### config.mk
export PLATFORM = sky130hd
export DESIGN_NAME = thermometer_scratchpad_decode_unit_flat
export DESIGN_NICKNAME = d
export VERILOG_FILES = /design/src/rtl/tsd_pkg.sv /design/src/rtl/tsd_if.sv /design/src/rtl/tsd_frame.sv /design/src/rtl/tsd_convert.sv /design/src/rtl/thermometer_scratchpad_decode_unit.sv /design/src/flat_wrapper.sv
export VERILOG_INCLUDE_DIRS = /design/src /design/src/rtl
export SDC_FILE = /design/constraint.sdc
export NUM_CORES = 1
export LEC_CHECK = 0
export BUFFER_PORTS_ARGS = -buffer_cell sky130_fd_sc_hd__buf_2
export CELL_PAD_IN_SITES_DETAIL_PLACEMENT = 1
export CELL_PAD_IN_SITES_GLOBAL_PLACEMENT = 1
export CORE_UTILIZATION = 50
export DETAILED_ROUTE_END_ITERATION = 6
export PLACE_DENSITY_LB_ADDON = 0.15
export SYNTH_ARGS = -nofsm -noshare
export SYNTH_HDL_FRONTEND = slang
export SYNTH_SLANG_ARGS = --single-unit
export TNS_END_PERCENT = 5
### constraint.sdc
create_clock -name clk -period 11.68 [get_ports clk]
set_input_delay 2.336 -clock clk [delete_from_list [all_inputs] [get_ports clk]]
set_output_delay 2.336 -clock clk [all_outputs]
set_load 0.005 [all_outputs]
### src/rtl/thermometer_scratchpad_decode_unit_assert.svh
// Assertion macros shared by the scratchpad decoder modules.
`ifndef THERMOMETER_SCRATCHPAD_DECODE_UNIT_ASSERT_SVH
`define THERMOMETER_SCRATCHPAD_DECODE_UNIT_ASSERT_SVH

// Same-cycle implication, disabled during reset.
`define TSD_ASSERT_NOW(label, clk, rst_n, ante, cons) \
    label: assert property (@(posedge clk) disable iff (!rst_n) (ante) |-> (cons)) \
        else $error("tsd assertion failed");

// Next-cycle implication, disabled during reset.
`define TSD_ASSERT_NEXT(label, clk, rst_n, ante, cons) \
    label: assert property (@(posedge clk) disable iff (!rst_n) (ante) |=> (cons)) \
        else $error("tsd assertion failed");

`endif

### src/rtl/tsd_pkg.sv
// Shared types and constants of the scratchpad decoder.
`timescale 1ns / 1ps
package tsd_pkg;

    // Scratchpad frame: eight data bytes and one CRC byte
    localparam int FRAME_BYTES = 9;
    localparam int STORE_BYTES = FRAME_BYTES - 1;
    localparam int IDX_W       = $clog2(STORE_BYTES);
    localparam int POS_W       = $clog2(FRAME_BYTES + 1);

    // Device family codes
    typedef enum logic [1:0] {
        FAMILY_NINE_BIT   = 2'd0,
        FAMILY_TWELVE_A   = 2'd1,
        FAMILY_TWELVE_B   = 2'd2,
        FAMILY_UNKNOWN    = 2'd3
    } family_t;

    // Completed frame handed from the collector to the converter
    typedef struct packed {
        logic       crc_ok;
        logic [7:0] temp_lsb;
        logic [7:0] temp_msb;
        logic [7:0] config_byte;
        logic [7:0] count_remain;
        logic [7:0] count_per_c;
    } frame_item_t;

endpackage

### src/rtl/tsd_if.sv
// Stream and configuration interfaces of the scratchpad decoder.
`timescale 1ns / 1ps

interface tsd_byte_if;
    logic       valid;
    logic       ready;
    logic [7:0] scratch_byte;
    logic       frame_start;

    modport source (output valid, output scratch_byte, output frame_start, input ready);
    modport sink   (input valid, input scratch_byte, input frame_start, output ready);
endinterface

interface tsd_result_if;
    logic               valid;
    logic               ready;
    logic               crc_ok;
    logic signed [15:0] raw_temperature;
    logic signed [15:0] celsius_tenths;
    logic signed [15:0] fahrenheit_tenths;

    modport source (output valid, output crc_ok, output raw_temperature,
                    output celsius_tenths, output fahrenheit_tenths, input ready);
    modport sink   (input valid, input crc_ok, input raw_temperature,
                    input celsius_tenths, input fahrenheit_tenths, output ready);
endinterface

interface tsd_cfg_if;
    logic                valid;
    logic                ready;
    tsd_pkg::family_t    data;

    modport source (output valid, output data, input ready);
    modport sink   (input valid, input data, output ready);
endinterface

### src/rtl/tsd_frame.sv
// Frame collector: byte position, running CRC-8, byte store, frame item register.
`timescale 1ns / 1ps
`include "thermometer_scratchpad_decode_unit_assert.svh"

module tsd_frame (
    input  logic                clk,
    input  logic                rst_n,
    tsd_byte_if.sink            scratch,
    output tsd_pkg::frame_item_t item,
    output logic                item_valid,
    input  logic                item_ready
);
    import tsd_pkg::*;

    localparam logic [7:0] CRC_POLY = 8'h8C;

    logic [POS_W-1:0] pos_reg, pos_next;
    logic [7:0]       crc_reg, crc_next;
    logic [7:0]       store_reg [STORE_BYTES];
    frame_item_t      item_reg, item_next;
    logic             item_valid_reg, item_valid_next;

    logic             beat;
    logic             last_byte;
    logic [POS_W-1:0] pos_eff;
    logic [7:0]       crc_eff;

    // Reflected CRC-8, one byte LSB first
    function automatic logic [7:0] crc8_byte(input logic [7:0] crc_in, input logic [7:0] data);
        logic [7:0] c;
        logic [7:0] d;
        logic       mix;
        c = crc_in;
        d = data;
        for (int i = 0; i < 8; i++)
        begin
            mix = c[0] ^ d[0];
            c   = c >> 1;
            if (mix)
            begin
                c = c ^ CRC_POLY;
            end
            d = d >> 1;
        end
        return c;
    endfunction

    // Accept a byte whenever the item slot is free or draining
    assign scratch.ready = !item_valid_reg || item_ready;
    assign beat          = scratch.valid && scratch.ready;

    // Start mark restarts position and CRC for this byte
    assign pos_eff   = scratch.frame_start ? '0 : pos_reg;
    assign crc_eff   = scratch.frame_start ? '0 : crc_reg;
    assign last_byte = (pos_eff >= POS_W'(STORE_BYTES));

    // Advance position, CRC and the frame item
    always_comb
    begin
        pos_next        = pos_reg;
        crc_next        = crc_reg;
        item_next       = item_reg;
        item_valid_next = item_valid_reg && !item_ready;
        if (beat)
        begin
            if (last_byte)
            begin
                pos_next               = '0;
                crc_next               = '0;
                item_valid_next        = 1'b1;
                item_next.crc_ok       = (crc_eff == scratch.scratch_byte);
                item_next.temp_lsb     = store_reg[0];
                item_next.temp_msb     = store_reg[1];
                item_next.config_byte  = store_reg[4];
                item_next.count_remain = store_reg[6];
                item_next.count_per_c  = store_reg[7];
            end
            else
            begin
                pos_next = pos_eff + POS_W'(1);
                crc_next = crc8_byte(crc_eff, scratch.scratch_byte);
            end
        end
    end

    // Hold control state
    always_ff @(posedge clk or negedge rst_n)
    begin
        if (!rst_n)
        begin
            pos_reg        <= '0;
            crc_reg        <= '0;
            item_valid_reg <= 1'b0;
        end
        else
        begin
            pos_reg        <= pos_next;
            crc_reg        <= crc_next;
            item_valid_reg <= item_valid_next;
        end
    end

    // Store data bytes and the item payload
    always_ff @(posedge clk)
    begin
        item_reg <= item_next;
        if (beat && !last_byte)
        begin
            store_reg[pos_eff[IDX_W-1:0]] <= scratch.scratch_byte;
        end
    end

    assign item       = item_reg;
    assign item_valid = item_valid_reg;

    `TSD_ASSERT_NOW(a_pos_range, clk, rst_n, 1'b1, pos_reg <= POS_W'(STORE_BYTES))
    `TSD_ASSERT_NEXT(a_ninth_gives_item, clk, rst_n, beat && last_byte, item_valid_reg && pos_reg == '0)
    `TSD_ASSERT_NEXT(a_item_holds, clk, rst_n, item_valid_reg && !item_ready, item_valid_reg && $stable(item_reg))

endmodule

### src/rtl/tsd_convert.sv
// Converter: family register, temperature decode, held value and result register.
`timescale 1ns / 1ps
`include "thermometer_scratchpad_decode_unit_assert.svh"

module tsd_convert (
    input  logic                clk,
    input  logic                rst_n,
    tsd_cfg_if.sink             cfg,
    input  tsd_pkg::frame_item_t item,
    input  logic                item_valid,
    output logic                item_ready,
    tsd_result_if.source        result
);
    import tsd_pkg::*;

    localparam logic [7:0]  CPD_SIXTEEN = 8'h10;
    localparam logic [15:0] HIGH_MASK   = 16'hFFF0;
    localparam logic [15:0] COUNT_BIAS  = 16'd12;
    localparam logic [18:0] FAHR_OFFSET = 19'd320;

    // Resolution codes in bits 6:5 of the configuration byte
    typedef enum logic [1:0] {
        RES_9BIT  = 2'b00,
        RES_10BIT = 2'b01,
        RES_11BIT = 2'b10,
        RES_12BIT = 2'b11
    } res_t;

    family_t            family_reg;
    logic [15:0]        held_reg, held_next;
    logic               out_valid_reg, out_valid_next;
    logic               ok_reg;
    logic signed [15:0] raw_reg, cel_reg, fahr_reg;

    logic               take;
    logic [15:0]        base;
    logic [15:0]        shifted;
    logic [15:0]        decoded;
    res_t               res;
    logic signed [18:0] ext;
    logic signed [18:0] times5;
    logic signed [19:0] times9;
    logic signed [18:0] cel_full;
    logic signed [19:0] fahr_div;
    logic [18:0]        fahr_sum;

    // Configuration is always taken
    assign cfg.ready = 1'b1;

    always_ff @(posedge clk or negedge rst_n)
    begin
        if (!rst_n)
        begin
            family_reg <= FAMILY_UNKNOWN;
        end
        else if (cfg.valid)
        begin
            family_reg <= cfg.data;
        end
    end

    // Take an item when the result register is free or draining
    assign item_ready = !out_valid_reg || result.ready;
    assign take       = item_valid && item_ready;

    // Decode the new temperature from the frame bytes
    always_comb
    begin
        base    = {item.temp_msb, item.temp_lsb};
        shifted = base << 3;
        res     = res_t'(item.config_byte[6:5]);
        decoded = base;
        if (family_reg == FAMILY_NINE_BIT)
        begin
            decoded = shifted;
            if (item.count_per_c == CPD_SIXTEEN)
            begin
                decoded = (shifted & HIGH_MASK) + COUNT_BIAS - {8'd0, item.count_remain};
            end
        end
        else
        begin
            unique case (res)
                RES_9BIT:  decoded = base & ~16'd7;
                RES_10BIT: decoded = base & ~16'd3;
                RES_11BIT: decoded = base & ~16'd1;
                RES_12BIT: decoded = base;
                default:   decoded = base;
            endcase
        end
    end

    // Keep the old value on a CRC mismatch
    assign held_next = item.crc_ok ? decoded : held_reg;

    // Scale to tenths, dividing by eight toward zero
    assign ext      = 19'(signed'(held_next));
    assign times5   = (ext <<< 2) + ext;
    assign times9   = (20'(ext) <<< 3) + 20'(ext);
    assign cel_full = (times5 + (held_next[15] ? 19'sd7 : 19'sd0)) >>> 3;
    assign fahr_div = (times9 + (held_next[15] ? 20'sd7 : 20'sd0)) >>> 3;
    assign fahr_sum = fahr_div[18:0] + FAHR_OFFSET;

    assign out_valid_next = take || (out_valid_reg && !result.ready);

    // Hold control state and the temperature
    always_ff @(posedge clk or negedge rst_n)
    begin
        if (!rst_n)
        begin
            out_valid_reg <= 1'b0;
            held_reg      <= '0;
        end
        else
        begin
            out_valid_reg <= out_valid_next;
            if (take)
            begin
                held_reg <= held_next;
            end
        end
    end

    // Load the result beat
    always_ff @(posedge clk)
    begin
        if (take)
        begin
            ok_reg   <= item.crc_ok;
            raw_reg  <= signed'(held_next);
            cel_reg  <= cel_full[15:0];
            fahr_reg <= signed'(fahr_sum[15:0]);
        end
    end

    assign result.valid             = out_valid_reg;
    assign result.crc_ok            = ok_reg;
    assign result.raw_temperature   = raw_reg;
    assign result.celsius_tenths    = cel_reg;
    assign result.fahrenheit_tenths = fahr_reg;

    `TSD_ASSERT_NEXT(a_bad_crc_keeps, clk, rst_n, take && !item.crc_ok, $stable(held_reg))
    `TSD_ASSERT_NEXT(a_result_matches_held, clk, rst_n, take, raw_reg == signed'(held_reg))
    `TSD_ASSERT_NEXT(a_result_holds, clk, rst_n, out_valid_reg && !result.ready, out_valid_reg && $stable(raw_reg) && $stable(ok_reg))

endmodule

### src/rtl/thermometer_scratchpad_decode_unit.sv
// Top level of the thermometer scratchpad decoder.
//
//  channel  | role   | beat
//  ---------+--------+-------------------------------------------------
//  scratch  | sink   | scratch_byte, frame_start: one scratchpad byte
//  result   | source | crc_ok, raw_temperature, celsius/fahrenheit tenths
//  cfg      | sink   | data: sensor family, always ready
//
// One byte is taken per cycle unless the frame item slot is held full; bytes one
// to eight only update the CRC and store. The ninth byte gives a result through the
// frame item register, then the result register.
// Reset clears position, CRC, held temperature, valids; family resets to unknown.
// A stalled result holds the frame item, which then holds the byte input.
`timescale 1ns / 1ps

module thermometer_scratchpad_decode_unit (
    input  logic         clk,
    input  logic         rst_n,
    tsd_byte_if.sink     scratch,
    tsd_result_if.source result,
    tsd_cfg_if.sink      cfg
);
    import tsd_pkg::*;

    frame_item_t item;
    logic        item_valid;
    logic        item_ready;

    tsd_frame u_frame (
        .clk        (clk),
        .rst_n      (rst_n),
        .scratch    (scratch),
        .item       (item),
        .item_valid (item_valid),
        .item_ready (item_ready)
    );

    tsd_convert u_convert (
        .clk        (clk),
        .rst_n      (rst_n),
        .cfg        (cfg),
        .item       (item),
        .item_valid (item_valid),
        .item_ready (item_ready),
        .result     (result)
    );

endmodule

### src/flat_wrapper.sv
// flat-port wrapper written by rule: the top's interface ports become plain ports
module thermometer_scratchpad_decode_unit_flat import tsd_pkg::*;
  (clk, rst_n, scratch_valid, scratch_scratch_byte, scratch_frame_start, scratch_ready, result_valid, result_crc_ok, result_raw_temperature, result_celsius_tenths, result_fahrenheit_tenths, result_ready, cfg_valid, cfg_data, cfg_ready);
  tsd_byte_if scratch_i ();
  tsd_result_if result_i ();
  tsd_cfg_if cfg_i ();
  input  logic clk;
  input  logic rst_n;
  input wire logic [$bits(scratch_i.valid)-1:0] scratch_valid;
  input wire logic [$bits(scratch_i.scratch_byte)-1:0] scratch_scratch_byte;
  input wire logic [$bits(scratch_i.frame_start)-1:0] scratch_frame_start;
  output wire logic [$bits(scratch_i.ready)-1:0] scratch_ready;
  output wire logic [$bits(result_i.valid)-1:0] result_valid;
  output wire logic [$bits(result_i.crc_ok)-1:0] result_crc_ok;
  output wire logic [$bits(result_i.raw_temperature)-1:0] result_raw_temperature;
  output wire logic [$bits(result_i.celsius_tenths)-1:0] result_celsius_tenths;
  output wire logic [$bits(result_i.fahrenheit_tenths)-1:0] result_fahrenheit_tenths;
  input wire logic [$bits(result_i.ready)-1:0] result_ready;
  input wire logic [$bits(cfg_i.valid)-1:0] cfg_valid;
  input wire logic [$bits(cfg_i.data)-1:0] cfg_data;
  output wire logic [$bits(cfg_i.ready)-1:0] cfg_ready;
  assign scratch_i.valid = scratch_valid;
  assign scratch_i.scratch_byte = scratch_scratch_byte;
  assign scratch_i.frame_start = scratch_frame_start;
  assign scratch_ready = scratch_i.ready;
  assign result_valid = result_i.valid;
  assign result_crc_ok = result_i.crc_ok;
  assign result_raw_temperature = result_i.raw_temperature;
  assign result_celsius_tenths = result_i.celsius_tenths;
  assign result_fahrenheit_tenths = result_i.fahrenheit_tenths;
  assign result_i.ready = result_ready;
  assign cfg_i.valid = cfg_valid;
  assign cfg_i.data = cfg_data;
  assign cfg_ready = cfg_i.ready;
  thermometer_scratchpad_decode_unit u_core (.clk(clk), .rst_n(rst_n), .scratch(scratch_i), .result(result_i), .cfg(cfg_i));
endmodule
* Word-level counts from Yosys, hierarchy flattened *
Memory sizes are Yosys's and may differ from the RTL's. A register that Yosys moved wholly into a read port is not among the register bits.
Index checks and enable logic that the tools add are counted.
W data, S select, Z words.

operators by class
  shifts and indexed selects = 0
  $add $sub $neg = 8
  magnitude comparators = 1
  div/mod/pow operators = 0
  bitwise operators = 16
  eq/ne operators = 5
  multipliers = 0
  reduce and logical (&&, ||, !) cells = 16
  muxes and demuxes = 36

operator list
  operator                  count
  $mux W8                   24
  $pmux W16 S4              1
  $mux W16                  3
  $add A19 B4 Y19           2
  $not A2 Y3                8
  $add A18 B16 Y19          1
  $add A19 B16 Y19          1
  $add A16 B10 Y16 const B  1
  $add A16 B4 Y16 const B   1
  $sub A16 B8 Y16           1
  $eq A8 B5 Y1 const B      1
  $eq A8 B8 Y1              1
  $mux W4                   2
  $xor A1 B1 Y1             8
  $mux W3                   2
  $logic_and A1 B1 Y1       5
  $logic_not A1 Y1          5
  $add A4 B1 Y4 const B     1
  $eq A2 B2 Y1 const B      2
  $ge A4 B4 Y1 const B      1
  $logic_not A2 Y1          2
  $mux W1                   4
  $logic_or A1 B1 Y1        3
  $eq A2 B1 Y1 const B      1
  $reduce_and A2 Y1         1

storage, ports and cells
  input port bits = 16
  bits in latches = 0
  flip-flop bits (word level) = 82
  word-level logic and storage cells = 94
  ROM bits = 0
  output and inout port bits = 52
  memories kept = 1
  memory bits (writable) = 64

memory list
  name                      words  width  rd ports  clocked after memory_dff  write ports  RTL line         text
  u_core.u_frame.store_reg  8      8      5         5                         1            tsd_frame.sv:19  logic [7:0] store_reg [STORE_BYTES];

* Longest topological paths before layout *
  depth after elaboration = 32
  depth in mapped cells = 24
  gate-level depth less buffers = 23

* By module *
From an unflattened synthesis, not the netlist that was laid out.

unflattened totals
  cell total of the unflattened synthesis = 685
  area total of the unflattened synthesis = 8,459.4 µm²

modules (own cells, without submodules)
  module       area an instance (µm²)  sequential area each (µm²)  cells an instance  instances
  tsd_convert  4,953.5                 1,949.4                     487                1
  tsd_frame    3,505.9                 2,757.6                     198                1

* Worst setup path after synthesis *
OpenSTA, ideal clock, no wires.

  kind = register to register
  from = reg, netlist name u_core.u_frame.item[38]
  to = reg u_core.u_convert.fahr_reg[14], in the netlist u_core.u_convert.result.fahrenheit_tenths[14] (data pin)
  period minus slack after synthesis = 5.131 ns
  setup slack = 6.549 ns
  required time = 11.420 ns
  library setup time = 0.260 ns
  buffers on the path = 0
  data arrival time = 4.871 ns
  stages on the path, launching flop included = 19
  cell sequence = edfxtp_1 or4_4 or4_4 a311oi_2 xnor2_1 nor2_1 nor2_1 inv_1 ha_1 and2_1 a31oi_1 o221ai_1 or2_2 o311ai_1 ha_1 o2111ai_2 or3_1 a21oi_1 xnor2_1

between the ends
  word-level cells in the longest chain between the ends = 8
  elaborated cells between the ends (all ways) = 10
  those cells by class = add/sub: 5; mux: 5

ends and longest elaborated chain
  item                                         RTL line                               text
  $add A16 B4 Y16 *                            tsd_convert.sv:78                      decoded = (shifted & HIGH_MASK) + COUNT_BIAS - {8'd0, item.count_remain};
  $sub A16 B8 Y16 *                            tsd_convert.sv:78
  $mux W16 *                                   tsd_convert.sv:76                      if (item.count_per_c == CPD_SIXTEEN)
  $mux W16 *                                   tsd_convert.sv:73                      if (family_reg == FAMILY_NINE_BIT)
  $mux W16 *                                   tsd_convert.sv:94                      assign held_next = item.crc_ok ? decoded : held_reg;
  net u_core.u_convert.held_next[15]           tsd_convert.sv:30                      logic [15:0] held_reg, held_next;
  $add A19 B16 Y19 or $mux W3 (tied branches)  tsd_convert.sv:99, tsd_convert.sv:101
  $add A19 B4 Y19 *                            tsd_convert.sv:101                     assign fahr_div = (times9 + (held_next[15] ? 20'sd7 : 20'sd0)) >>> 3;
  $add A16 B10 Y16 *                           tsd_convert.sv:102                     assign fahr_sum = fahr_div[18:0] + FAHR_OFFSET;
  net u_core.u_convert.fahr_sum[14]            tsd_convert.sv:45                      logic [18:0] fahr_sum;
  to (signal assigned)                         tsd_convert.sv:132                     fahr_reg <= signed'(fahr_sum[15:0]);
  to (decl)                                    tsd_convert.sv:33                      logic signed [15:0] raw_reg, cel_reg, fahr_reg;

The timed path passes the listed nets; every way through them passes the cells marked *. The select of a mux whose other input is x is not followed.
A chain may end at the register's enable or synchronous reset.

* Worst setup path in the final report *
  from = reg, netlist name u_core.u_frame.item[24]
  to = reg u_core.u_convert.fahr_reg[14], in the netlist u_core.u_convert.result.fahrenheit_tenths[14] (data pin)

between the ends
  word-level cells in the longest chain between the ends = 8
  elaborated cells between the ends (all ways) = 10
  those cells by class = add/sub: 5; mux: 5

ends and longest elaborated chain
  item                                         RTL line
  $add A16 B4 Y16 *                            tsd_convert.sv:78
  $sub A16 B8 Y16 *                            tsd_convert.sv:78
  $mux W16 *                                   tsd_convert.sv:76
  $mux W16 *                                   tsd_convert.sv:73
  $mux W16 *                                   tsd_convert.sv:94
  net u_core.u_convert.held_next[15]           tsd_convert.sv:30
  $add A19 B16 Y19 or $mux W3 (tied branches)  tsd_convert.sv:99, tsd_convert.sv:101
  $add A19 B4 Y19 *                            tsd_convert.sv:101
  $add A16 B10 Y16 *                           tsd_convert.sv:102
  net u_core.u_convert.fahr_sum[14]            tsd_convert.sv:45

Marks and branches as above.

==> flow_summary_export.csv <==
group,metric,value,unit
drt,wl_per_cell,20.3,microns
cells_and_area,fin_nets,833,
drt,met3_wirelength,646,microns
synthesis,syn_inst,693,
cells_and_area,layoutNonFillerInstCount,992,
power,seq_power_share,42.9,%
cells_and_area,antenna_cells,0,
cells_and_area,utilization,58.2,%
clock_network,cts_root_buf,"clkbuf_16",
critical_path,cp-start-kind,"flop",
power,peakVddDrop,0.000108,V
critical_path,critical_path.top_delay_family,"simple AND/OR/NAND/NOR gates",
drt,drtIter0Drc,267,
synthesis,synthArstFlopShare,21.3,%
floorplanning,io_pins,68,
flow_run,drv_cap,0,
timing,finalSetupViolCount,0,
cells_and_area,syn2layout_area_growth,14.0,%
global_route,track_usage,25.6,%
drt,highest_layer,"met4",
timing,max_freq,173,MHz
floorplanning,die_x,129,microns
timing,report.final.slew_viol_count,0,
critical_path,cp_slowest_cell,"or4_4",
drt,vias,5779,
power,p_comb_share,21.8,%
critical_path,crit_type,"reg2reg",
cells_and_area,fin_area,0.00922,sq mm
clock_network,clockBufferDepth,2,
cells_and_area,drive_above_1_share,17.5,%
synthesis,synthFlopType,"edfxtp_1",
critical_path,critPathBufInv,1,
synthesis,syn_area,0.00808,sq mm
status,status,"finished, final reports clean",
timing,worst_pin_slew,0.809,ns
clock_network,insertion_delay,0.44,ns
floorplanning,initial_utilization,51.1,%
global_route,antenna_found_initial,0,
timing,fin_crit,5.77,ns
critical_path,max_stage_delay,0.59,ns
drt,wl_met2,10900,microns
timing,max-slew-margin-rel,45.6,%
timing,fin_crit_sh,49.4,%
synthesis,synth.distinct_cells,66,
timing,fin_skew,0.0102,ns
synthesis,synth_edf_count,118,
floorplanning,design.core.area,0.0158,sq mm
power,swShare,29.9,%
floorplanning,row_count,46,
clock_network,cts_made_buffers,17,
clock_network,ctsHoldBuffers,0,
drt,dr.pass1.iters,4,
clock_network,cts_sinks,150,
critical_path,required,11.86,ns
drt,drc,0,
power,internal-power,0.00106,W
cells_and_area,largest_reg_flops,35,
power,power_switching,0.000451,W
global_route,grt_max_degree,44,
floorplanning,die-height,129,microns
drt,viasPerCell,5.83,
timing,grt_setup_unrepaired,"no",
placed_design,portBuffers,66,
floorplanning,die-area,0.0167,sq mm
global_route,overflow,0,
clock_network,clk_pin_slew,0.07,ns
synthesis,ys_ff_latch,150,
min_path,hold_path_class,"reg2reg",
global_route,grt_pass1_wl,31600,microns
clock_network,cts_tree,"built",
placed_design,dpl_cell_area,0.00864,sq mm
cells_and_area,nFillCells,1680,
power,power_leakage,3.73,nW
synthesis,syn_nets,763,
drt,routed_wl,20100,microns
placed_design,hpwlAfterDp,14800,microns
synthesis,ys_warn_count,0,
placed_design,gp_congestion,0.934,
power,power.share.clock,35.3,%
power,p_total,0.00151,W
power,p_per_area,164,mW/mm^2
timing,finalSetupTns,0,ns
critical_path,arrival,5.95,ns
drt,ant_nets,0,
clock_network,ctsResizeCount,0,
synthesis,ys_seq_area_share,53.8,%
timing,hold_viol_final,0,
drt,wl_met1,7890,microns
global_route,grt_pass1_vias,6009,
clock_network,cts_max_level,4,
critical_path,path_cells,"or4_4 -> or4_4 -> a311oi_2 -> xnor2_1 -> nor2_1 -> nor2_1 -> inv_1 -> ha_1 -> and2_1 -> a31oi_1 -> o221ai_1 -> or2_2 -> o311ai_1 -> ha_1 -> o2111ai_2 -> or3_1 -> a21oi_1 -> xnor2_1",
placed_design,placed_cells,960,
synthesis,syn_avg_cell_area,11.7,sq um
critical_path,crit_fanout,8,
critical_path,crit_path_end_kind,"flop",
clock_network,cts_setup_buffers,0,
==> metrics by stage <==
step                worst slack, ns  hold WS, ns
CTS                            5.91        0.413
floorplan                      6.55        0.400
detailed placement             5.92        0.407
finish                         5.91        0.415
global placement               6.12        0.404
global route                   5.45        0.419
==> synthesized netlist by cell type (3+ instances only) <==
| cell | instances | share of area, % |
|---|---|---|
| a211oi_1 | 3 | 0.28 |
| a31oi_1 | 10 | 0.77 |
| o21ai_0 | 39 | 2.4 |
| nand2_1 | 58 | 2.7 |
| and3_1 | 5 | 0.39 |
| o21a_1 | 3 | 0.28 |
| xnor2_1 | 45 | 4.9 |
| o31ai_1 | 3 | 0.28 |
| o2111ai_1 | 4 | 0.43 |
| buf_1 | 3 | 0.14 |
| dfrtp_1 | 30 | 9.3 |
| and2_1 | 7 | 0.54 |
| nor2_1 | 39 | 1.8 |
| clkbuf_1 | 15 | 0.70 |
| xor2_1 | 20 | 2.2 |
| o21ai_1 | 3 | 0.19 |
| nand4_1 | 5 | 0.39 |
| o21bai_1 | 4 | 0.37 |
| a21oi_1 | 34 | 2.1 |
| nand2b_1 | 11 | 0.85 |
| nand3_1 | 10 | 0.62 |
| and4_1 | 4 | 0.43 |
| ha_1 | 52 | 8.0 |
| or2_2 | 3 | 0.23 |
| nor4_1 | 8 | 0.62 |
| a21o_1 | 25 | 2.3 |
| mux2_2 | 18 | 2.5 |
| or3_1 | 8 | 0.62 |
| nor3_1 | 16 | 0.99 |
| inv_1 | 23 | 1.1 |
| o211ai_1 | 5 | 0.46 |
| o2bb2ai_1 | 3 | 0.33 |
| nor2b_1 | 15 | 1.2 |
| edfxtp_1 | 118 | 44 |
==> worst register-to-register path, stage by stage, from the launching register on <==
cell	delay, ns
edfxtp_1	0.44
or4_4	0.59
or4_4	0.45
a311oi_2	0.22
xnor2_1	0.26
nor2_1	0.08
nor2_1	0.36
inv_1	0.28
ha_1	0.41
and2_1	0.19
a31oi_1	0.20
o221ai_1	0.20
or2_2	0.36
o311ai_1	0.39
ha_1	0.30
o2111ai_2	0.18
or3_1	0.35
a21oi_1	0.18
xnor2_1	0.08
==> layout make-up <==
cell class	instances	area [sq um]	share of cell area [%]
inverters	24	90.1	0.978
clock inverters	15	146	1.59
well taps	216	270	2.93
multi-input cells	499	3570	38.7
clock buffers	17	425	4.62
repair buffers	71	368	3.99
flip-flops and latches	150	4350	47.2
==> path summary, 6_finish.rpt <==
path / start / endpoint / slack (ns) / depth (start not counted)
worst max-delay path: u_core.u_frame.item[24] / u_core.u_convert.result.fahrenheit_tenths[14] / 5.91 / 18
worst min-delay path: u_core.u_frame.store_reg[0][3] / u_core.u_frame.item[35] / 0.42 / 0
worst max register to register: u_core.u_frame.item[24] / u_core.u_convert.result.fahrenheit_tenths[14] / 5.91 / 18
worst min register to register: u_core.u_frame.store_reg[0][3] / u_core.u_frame.item[35] / 0.42 / 0
max in group asynchronous: rst_n / u_core.u_convert.held_reg[8] / 9.17 / 1
min in group asynchronous: rst_n / u_core.u_frame.pos_reg[3] / 1.99 / 1
==> cell usage in the layout, fill, tap and decap left out, types with 4 or more instances in the layout <==
| master | instances |
|---|---|
| nand3_1 | 10 |
| inv_1 | 22 |
| and4_1 | 4 |
| nor2_1 | 38 |
| nand2_1 | 58 |
| nor4_1 | 8 |
| o211ai_1 | 5 |
| a31oi_1 | 10 |
| o2111ai_1 | 4 |
| or3_1 | 8 |
| nand4_1 | 5 |
| buf_2 | 66 |
| a21o_1 | 25 |
| xor2_1 | 20 |
| and2_1 | 7 |
| o21ai_0 | 39 |
| ha_1 | 52 |
| xnor2_1 | 45 |
| nor2b_1 | 15 |
| clkbuf_16 | 17 |
| and3_1 | 5 |
| o21bai_1 | 4 |
| clkinv_4 | 4 |
| nor3_1 | 16 |
| edfxtp_1 | 118 |
| nand2b_1 | 11 |
| buf_4 | 5 |
| a21oi_1 | 34 |
| dfrtp_1 | 30 |
| mux2_2 | 18 |
==> kinds of logic after synthesis <==
logic type,synth area share [%]
other,0.0464
buffers and inverters,2.11
muxes,2.76
and+or+nand+nor,12.9
xor gates and xnor gates,7.04
AOI/OAI and AO/OA,12.8
adders and majority gates,8.54
DFF,53.8
==> per-layer routing <==
| metal | track usage [%] | vias up |
|---|---|---|
| met3 | 4.79 | 57 |
| met4 | 12.5 | 0 |
| met2 | 48.8 | 145 |
| met5 | 0 | - |
| met1 | 26.9 | 2852 |
| li1 | - | 2725 |
==> power groups by stage <==
stage | clock network, W | logic, W | registers (W)
3_5_place_dp | 0 | 0.000323 | 0.000657
6_report | 0.000533 | 0.000328 | 0.000646
5_1_grt | 0.000561 | 0.000362 | 0.000650
4_1_cts | 0.000539 | 0.000329 | 0.000646
2_1_floorplan | 0 | 0.000248 | 0.000648
3_3_place_gp | 0 | 0.000306 | 0.000653
Note: power is estimated with default switching activity, not from simulation.
